$ cat config.mk
export PLATFORM = sky130hd
export DESIGN_NAME = iee_ctrl
export DESIGN_NICKNAME = d
export VERILOG_FILES = /design/src/rtl/core/iee_pkg.sv /design/src/rtl/core/iee_ctrl.sv
export SDC_FILE = /design/constraint.sdc
export NUM_CORES = 1
export LEC_CHECK = 0
export BUFFER_PORTS_ARGS = -buffer_cell sky130_fd_sc_hd__buf_2
export CELL_PAD_IN_SITES_DETAIL_PLACEMENT = 1
export CELL_PAD_IN_SITES_GLOBAL_PLACEMENT = 1
export CORE_MARGIN = 2
export CORE_UTILIZATION = 25
export DETAILED_ROUTE_END_ITERATION = 7
export GPL_TIMING_DRIVEN = 0
export HOLD_SLACK_MARGIN = 0.05
export PLACE_DENSITY_LB_ADDON = 0.05
export SYNTH_ARGS = -nofsm -noshare
export SYNTH_HDL_FRONTEND = slang
export SYNTH_SLANG_ARGS = --single-unit
$ cat constraint.sdc
create_clock -name clk -period 1.9 [get_ports clk]
set_input_delay 0.285 -clock clk [delete_from_list [all_inputs] [get_ports clk]]
set_output_delay 0.285 -clock clk [all_outputs]
set_load 0.05 [all_outputs]
$ cat src/rtl/core/iee_pkg.sv
// ----------------------------------------------------------------------------
// iee_pkg
// Shared sizes, request codes, command/status bundles and saturating helpers
// for the Ising energy engine.
// ----------------------------------------------------------------------------
`default_nettype none

package iee_pkg;

  // Array geometry and weight format
  localparam int NUM_SPINS   = 64;
  localparam int WEIGHT_BITS = 24;

  // Fixed field widths on the request and response channels
  localparam int TYPE_W   = 3;
  localparam int IDX_W    = 6;
  localparam int IN_W     = 24;
  localparam int ENERGY_W = 48;
  localparam int CFG_W    = 32;

  // Derived sizes
  localparam int SPIN_W    = (NUM_SPINS > 1) ? $clog2(NUM_SPINS) : 1;
  localparam int CPL_AW    = 2 * SPIN_W;
  localparam int CPL_DEPTH = 1 << CPL_AW;
  localparam int SUM_W     = ((WEIGHT_BITS > IN_W) ? WEIGHT_BITS : IN_W) + 1;
  localparam int ACC_RAW   = WEIGHT_BITS + 2 * SPIN_W + 4;
  localparam int ACC_W     = (ACC_RAW > ENERGY_W + 2) ? ACC_RAW : ENERGY_W + 2;

  // Request codes
  localparam logic [TYPE_W-1:0] REQ_ADD_CPL     = TYPE_W'(0);
  localparam logic [TYPE_W-1:0] REQ_ADD_FIELD   = TYPE_W'(1);
  localparam logic [TYPE_W-1:0] REQ_FLIP        = TYPE_W'(2);
  localparam logic [TYPE_W-1:0] REQ_QUERY_DELTA = TYPE_W'(3);
  localparam logic [TYPE_W-1:0] REQ_QUERY_TOTAL = TYPE_W'(4);

  // Controller to datapath
  typedef struct packed {
    logic capture;
    logic clr_step;
    logic cpl_wr;
    logic swap;
    logic fld_wr;
    logic spn_wr;
    logic scan_step;
    logic result_load;
  } iee_cmd_t;

  // Datapath to controller
  typedef struct packed {
    logic clr_last;
    logic scan_last;
    logic out_free;
  } iee_stat_t;

  function automatic logic spin_ok(input logic [IDX_W-1:0] idx);
    return 32'(idx) < 32'(NUM_SPINS);
  endfunction

  // Add a request amount to a table entry, clamped to the weight range
  function automatic logic signed [WEIGHT_BITS-1:0] sat_weight(
    input logic signed [WEIGHT_BITS-1:0] cur,
    input logic signed [IN_W-1:0]        amt
  );
    logic signed [SUM_W-1:0] s;
    logic signed [SUM_W-1:0] hi;
    logic signed [SUM_W-1:0] lo;
    s  = SUM_W'(cur) + SUM_W'(amt);
    hi = {{(SUM_W-WEIGHT_BITS+1){1'b0}}, {(WEIGHT_BITS-1){1'b1}}};
    lo = ~hi;
    if (s > hi) begin
      s = hi;
    end else if (s < lo) begin
      s = lo;
    end
    return WEIGHT_BITS'(s);
  endfunction

  // Clamp an accumulator value to the energy output range
  function automatic logic signed [ENERGY_W-1:0] sat_energy(
    input logic signed [ACC_W-1:0] v
  );
    logic signed [ACC_W-1:0] hi;
    logic signed [ACC_W-1:0] lo;
    logic signed [ACC_W-1:0] r;
    hi = {{(ACC_W-ENERGY_W+1){1'b0}}, {(ENERGY_W-1){1'b1}}};
    lo = ~hi;
    r  = v;
    if (v > hi) begin
      r = hi;
    end else if (v < lo) begin
      r = lo;
    end
    return ENERGY_W'(r);
  endfunction

endpackage

`default_nettype wire

$ cat src/rtl/core/iee_ctrl.sv
// ----------------------------------------------------------------------------
// iee_ctrl
// Request sequencer: clearing pass, read-modify-write sequences and the
// coupling scan, driving the datapath through one command bundle.
// ----------------------------------------------------------------------------
`default_nettype none

module iee_ctrl (
  input  logic                       clk,
  input  logic                       rst,
  input  logic                       accept,
  input  logic [iee_pkg::TYPE_W-1:0] req_type,
  input  iee_pkg::iee_stat_t         stat,
  output iee_pkg::iee_cmd_t          cmd,
  output logic                       in_ready
);

  typedef enum logic [12:0] {
    S_CLEAR    = 13'h0001,
    S_IDLE     = 13'h0002,
    S_CPL_RD   = 13'h0004,
    S_CPL_WR   = 13'h0008,
    S_CPL_RD2  = 13'h0010,
    S_CPL_WR2  = 13'h0020,
    S_FLD_RD   = 13'h0040,
    S_FLD_WR   = 13'h0080,
    S_SPN_RD   = 13'h0100,
    S_SPN_WR   = 13'h0200,
    S_SCAN     = 13'h0400,
    S_DRAIN    = 13'h0800,
    S_DONE     = 13'h1000
  } state_t;

  state_t state;
  state_t state_next;

  always_ff @(posedge clk) begin
    if (rst) begin
      state <= S_CLEAR;
    end else begin
      state <= state_next;
    end
  end

  always_comb begin
    state_next = state;
    cmd        = '0;
    in_ready   = 1'b0;
    case (state)
      S_CLEAR: begin
        cmd.clr_step = 1'b1;
        if (stat.clr_last) begin
          state_next = S_IDLE;
        end
      end
      S_IDLE: begin
        in_ready    = 1'b1;
        cmd.capture = accept;
        if (accept) begin
          case (req_type)
            iee_pkg::REQ_ADD_CPL:     state_next = S_CPL_RD;
            iee_pkg::REQ_ADD_FIELD:   state_next = S_FLD_RD;
            iee_pkg::REQ_FLIP:        state_next = S_SPN_RD;
            iee_pkg::REQ_QUERY_DELTA,
            iee_pkg::REQ_QUERY_TOTAL: state_next = S_SCAN;
            default:                  state_next = S_IDLE;
          endcase
        end
      end
      S_CPL_RD:  state_next = S_CPL_WR;
      S_CPL_WR: begin
        cmd.cpl_wr = 1'b1;
        state_next = S_CPL_RD2;
      end
      S_CPL_RD2: begin
        cmd.swap   = 1'b1;
        state_next = S_CPL_WR2;
      end
      S_CPL_WR2: begin
        cmd.swap   = 1'b1;
        cmd.cpl_wr = 1'b1;
        state_next = S_IDLE;
      end
      S_FLD_RD:  state_next = S_FLD_WR;
      S_FLD_WR: begin
        cmd.fld_wr = 1'b1;
        state_next = S_IDLE;
      end
      S_SPN_RD:  state_next = S_SPN_WR;
      S_SPN_WR: begin
        cmd.spn_wr = 1'b1;
        state_next = S_IDLE;
      end
      S_SCAN: begin
        cmd.scan_step = 1'b1;
        if (stat.scan_last) begin
          state_next = S_DRAIN;
        end
      end
      // let the last term land in the accumulator
      S_DRAIN:   state_next = S_DONE;
      S_DONE: begin
        if (stat.out_free) begin
          cmd.result_load = 1'b1;
          state_next      = S_IDLE;
        end
      end
      default:   state_next = S_CLEAR;
    endcase
  end

endmodule

`default_nettype wire

==> results of run 1 <==
==> cells by family after synthesis <==
family	after synthesis	synth area share (%)
simple gates	65	46.1
compound gates	17	12.6
flops	13	28.1
buf+inv	11	6.62
xor+xnor	7	6.62
==> final cells by class <==
class                   instances  area (um^2)
multi-input cells              89          758
fillers                       427         2110
well taps                      48         60.1
inverters                       2         11.3
clock buffers                   4         45.0
flip-flops and latches         13          274
plain buffers                   4         37.5
repair buffers                 37          310
==> path summary, 6_finish.rpt <==
| check | start | endpoint | slack [ps] | depth (start not counted) |
|---|---|---|---|---|
| max | state[4]$_SDFFE_PP0P_ | cmd[7] | -340 | 7 |
| min | req_type[1] | state[6]$_SDFFE_PP0P_ | 260 | 2 |
| max reg2reg | state[4]$_SDFFE_PP0P_ | state[2]$_SDFFE_PP0P_ | -70 | 7 |
| min reg2reg | state[2]$_SDFFE_PP0P_ | state[4]$_SDFFE_PP0P_ | 570 | 1 |
==> metal layers <==
metal	track usage, %	wire length [um]	up-vias
met4	4.79	23	0
met1	20.8	1480	471
met5	0	0	-
met2	22.0	1420	14
li1	-	-	487
met3	2.60	59	2
==> what timing repair did <==
action | 4_1_cts | 5_1_grt
endpoints found under the setup margin | 16 | 17
gates resized for setup | 33 | 24
setup buffers | 8 | 13
pin swaps | 6 | 11
==> power by group through the flow <==
stage | combinational (mW) | sequential (mW) | clock (mW)
floorplan | 0.184 | 0.300 | 0
global placement | 0.242 | 0.302 | 0
detailed placement | 0.242 | 0.302 | 0
CTS | 0.301 | 0.294 | 0.268
global route | 0.345 | 0.295 | 0.282
finish | 0.323 | 0.294 | 0.257
==> layout by cell type (no fill, tap or decap), types with 2 or more instances in the layout <==
master     instances
dfxtp_1            6
nor3_1             5
or2_4              2
nand2b_1           3
a21oi_1            3
nor2_1             9
nor4_4             5
nor4b_1            3
nor2_4             3
clkbuf_1           2
o21ai_0            6
xor2_1             5
dfxtp_2            5
buf_4             18
nor4_1             5
nand2_1            9
dfxtp_4            2
buf_2              8
and3_4             2
buf_8              3
buf_6             11
o2111ai_1          2
xnor2_1            2
clkbuf_8           3
nor3b_1            4
==> through the flow <==
stage,hold slack (ps),worst slack (ps),std cells
6_report,258,-341,197
4_1_cts,254,-393,185
5_1_grt,264,-422,197
3_3_place_gp,516,-289,178
2_1_floorplan,356,-146,113
3_5_place_dp,520,-296,178
==> results_dict.tcl, run 1 <==
set metrics [dict create \
    worstPathRequired_ps 1620 \
    slowest_delay_ps 560 \
    drt_iter0_drc 32 \
    cts.sinks 13 \
    grt_setup_unrepaired "true" \
    yosys.area.top_type_share_pct 28.1 \
    grt_pass1_vias 909 \
    initial_core_util_pct 25.7 \
    synth_commonest_cells "dfxtp_1, nor2_1, nand2_1" \
    hold_viol 0 \
    ys.flop_type "dfxtp_1" \
    area_delta_synth_final_pct 61.6 \
    endpoint_kind "output port" \
    grt_pass1_wl_um 4700 \
    tightestPinTransition_ps 671 \
    p_seq_share_pct 33.6 \
    die_w_um 64.9 \
    gp_congestion 0.773 \
    synth_area_um2 926 \
    cp_cell_sequence "buf_6 -> or4_4 -> nor4_4 -> and3_4 -> nand2_8 -> clkinvlp_4 -> buf_8" \
    hpwl_um 1960 \
    drive_gt1_share_pct 51.7 \
    skew_ps 7.29 \
    cap_violations 0 \
    antenna_found_initial 0 \
    p_leak_nw 0.561 \
    ys_seq_area_share_pct 28.1 \
    final_core_util_pct 41.5 \
    vias 974 \
    io_pins 18 \
    cts_tree "done" \
    violations "setup timing" \
    power_mw 0.873 \
    clock.fmax_mhz 446 \
    fin_crit_sh_pct 118 \
    placeableCoreArea_um2 3610 \
    die_h_um 64.9 \
    ir_worst_vdd_mv 0.282 \
    critPathSlowestCell "or4_4" \
    pwr-share-comb_pct 37.0 \
    swShare_pct 34.3 \
    outcome "finished, violations left" \
    drt_pass1_iterations 4 \
    cp_max_fo 6 \
    gr-total-overflow 0 \
    switching_power_mw 0.300 \
    antenna_cells 0 \
    grt_max_degree 11 \
    final_antenna_net_count 0 \
    synth.avg_cell_area_um2 8.19 \
    startpoint_type "register" \
    cts_root_buf "clkbuf_8" \
    max_slew_margin_pct 55.3 \
    route.detailed.wl_per_inst_um 15.1 \
    top_register "state" \
    drt_wl_total_um 2980 \
    final_cell_area_um2 1500 \
    dieArea_um2 4210 \
    setup_viol 12 \
    placed_area_um2 1120 \
    synthDistinctLibCells 39 \
    cts_buffers 3 \
    rows 22 \
    setup_tns_ps -1650 \
    synthArstFlopShare_pct 0 \
    cts_hold_buf 0 \
    powerDensity_nw_per_um2 584 \
    syn_inst 113 \
    synth_edf_count 0 \
    layout_min_cycle_time_ps 2240 \
    yosys.area.top_type "dfxtp_1" \
    synth_seq_cells 13 \
    worstSetupPathType "register to output port" \
    nNetsFinal 159 \
    p_clk_share_pct 29.4 \
    syn-num-nets 122 \
    synth_warnings 0 \
    largest_register_ffs 13 \
    insertion_delay_ps 250 \
    finalMaxSlewViolations 0 \
    hold_class "primary input to register" \
    cts_buffer_depth 2 \
    p_int_mw 0.574 \
    routed_via_density 4.94 \
    arrival_ps 1960 \
    critPathBufInv 3 \
    clk_transition_reported_paths_ps 60 \
    synthTopCellsByArea "dfxtp_1, nor2_1, nor4_1" \
    setup_slack_ps -341 \
    htreeDepth 1 \
    track_usage_pct 14.6 \
    cp_top_family "simple AND/OR/NAND/NOR gates" \
    numPortBuffers 17 \
    drc 0 \
    top_regs "state: 13 flops" \
]
Note: power is estimated with default switching activity, not from simulation.
==> run 2, diff against run 1 <==
--- a/config.mk
+++ b/config.mk
@@ -11,7 +11,6 @@
 export CORE_MARGIN = 2
 export CORE_UTILIZATION = 25
 export DETAILED_ROUTE_END_ITERATION = 7
-export GPL_TIMING_DRIVEN = 0
 export HOLD_SLACK_MARGIN = 0.05
 export PLACE_DENSITY_LB_ADDON = 0.05
 export SYNTH_ARGS = -nofsm -noshare
==> run 2 against run 1 <==
  * The flow still finishes with violations (setup timing)
  * Via count grew 3.9%
  * Global-route usage up 1.6 points
  * Routed wire length is 2.0% higher
  * Sequential power about the same
  * Sequential share of layout area decreased by 0.61 points
  * Worst hold slack gained 39 ps
  * Final area decreased by 0.33%
  * Non-clock buffer count up 8
  * Flip-flop and latch count unchanged
  * Utilization down 0.14 points
  * Clock skew up 0.63 ps
  * Final cell count grew 4.1%
==> results_dict.tcl, run 2 (synthesis gave the netlist of run 1 again) <==
set metrics [dict create \
    p_int_mw 0.588 \
    largest_register_ffs 13 \
    max_slew_margin_pct 74.7 \
    placeableCoreArea_um2 3610 \
    outcome "finished, violations left" \
    final_cell_mix "buf_4, nand2_1, dfxtp_1" \
    grt_max_degree 14 \
    drt_wl_total_um 3040 \
    rows 22 \
    grt_setup_unrepaired "true" \
    ir_worst_vdd_mv 0.282 \
    clock.fmax_mhz 472 \
    wl_met3_um 86 \
    layout_min_cycle_time_ps 2120 \
    powerDensity_nw_per_um2 588 \
    cts_buffer_depth 2 \
    die_h_um 64.9 \
    gr-total-overflow 0 \
    tightestPinTransition_ps 375 \
    final_core_util_pct 41.4 \
    dieArea_um2 4210 \
    placed_area_um2 1260 \
    cts.sinks 13 \
    htreeDepth 1 \
    top_layer_used "met4" \
    insertion_delay_ps 240 \
    cts_hold_buf 0 \
    grt_pass1_wl_um 5260 \
    cp_cell_sequence "or4_4 -> nor4_4 -> and3_4 -> nand2_4 -> clkinvlp_4 -> buf_8" \
    fin_cells 205 \
    cts_tree "done" \
    route.detailed.wl_per_inst_um 14.8 \
    numPortBuffers 17 \
    fin_crit_sh_pct 112 \
    routed_via_density 4.94 \
    violations "setup timing" \
    worstSetupPathType "register to output port" \
    final_cell_area_um2 1490 \
    die_w_um 64.9 \
    antenna_found_initial 0 \
    gp_congestion 0.762 \
    switching_power_mw 0.289 \
    setup_viol 6 \
    area_delta_synth_final_pct 61.1 \
    arrival_ps 1840 \
    drt_pass1_iterations 2 \
    top_register "state" \
    initial_core_util_pct 25.7 \
    p_clk_share_pct 28.0 \
    p_seq_share_pct 33.5 \
    worstPathRequired_ps 1620 \
    critPathSlowestCell "or4_4" \
    setup_slack_ps -220 \
    final_antenna_net_count 0 \
    dr_wl_met2_um 1530 \
    p_leak_nw 0.600 \
    drive_gt1_share_pct 52.2 \
    clk_transition_reported_paths_ps 60 \
    whs_ps 297 \
    antenna_cells 0 \
    cts_root_buf "clkbuf_8" \
    cap_violations 0 \
    cts_buffers 3 \
    pwr-share-comb_pct 38.5 \
    track_usage_pct 16.2 \
    hpwl_um 2380 \
    slowest_delay_ps 550 \
    startpoint_type "register" \
    endpoint_kind "output port" \
    vias 1012 \
    swShare_pct 32.9 \
    nNetsFinal 167 \
    skew_ps 7.92 \
    dp_cells 196 \
    hold_viol 0 \
    drc 0 \
    hold_class "primary input to register" \
    finalMaxSlewViolations 0 \
    io_pins 18 \
    wl_met1_um 1400 \
    drt_iter0_drc 42 \
    top_regs "state: 13 flops" \
    grt_pass1_vias 1073 \
    cp_max_fo 3 \
    layout_commonest_cell "buf_4" \
]
run 2: final cells by class:
cell class	count	area, um^2
Clock buffer	4	45.0
Fill cell	444	2110
Inverter	2	11.3
Multi-Input combinational cell	89	726
Sequential cell	13	264
Tap cell	48	60.1
Timing Repair Buffer	49	385
run 2: power groups by stage:
stage	clock network (mW)	registers, mW	logic, mW
2_1_floorplan	0	0.300	0.184
3_3_place_gp	0	0.298	0.289
3_5_place_dp	0	0.299	0.290
4_1_cts	0.259	0.293	0.325
5_1_grt	0.276	0.295	0.367
6_report	0.246	0.294	0.338
run 2: through the flow:
| stage | TNS, ps | setup slack (ps) | power, mW |
|---|---|---|---|
| 2_1_floorplan | -506 | -146 | 0.484 |
| 3_5_place_dp | -167 | -69.8 | 0.588 |
| 3_3_place_gp | -38.9 | -20.7 | 0.587 |
| 5_1_grt | -1330 | -290 | 0.938 |
| 4_1_cts | -744 | -238 | 0.877 |
| 6_report | -755 | -220 | 0.877 |
run 2: path summary, 6_finish.rpt:
path | start | to | slack, ps | depth (start not counted)
worst min-delay path | req_type[1] | state[6]$_SDFFE_PP0P_ | 300 | 2
worst max-delay path | state[4]$_SDFFE_PP0P_ | cmd[7] | -220 | 6
worst max register to register | state[4]$_SDFFE_PP0P_ | state[10]$_SDFFE_PP0P_ | 50 | 6
worst min register to register | state[2]$_SDFFE_PP0P_ | state[3]$_SDFFE_PP0P_ | 550 | 1
run 2: layer usage:
layer	vias up	global-route usage, %
met5	-	0
met4	0	2.39
met3	2	3.82
met2	15	28.0
met1	492	20.9
li1	503	-
run 2: what timing repair did:
action / 4_1_cts / 5_1_grt
setup buffers: 3 / 2
pin swaps: 2 / 6
endpoints found under the setup margin: 11 / 14
resized for setup: 27 / 11
run 2: critical path: cells and delay by family (launching register included):
family / cells / cell delay [ps]
buf+inv: 2 / 200
flops: 1 / 330
simple gates: 4 / 1060
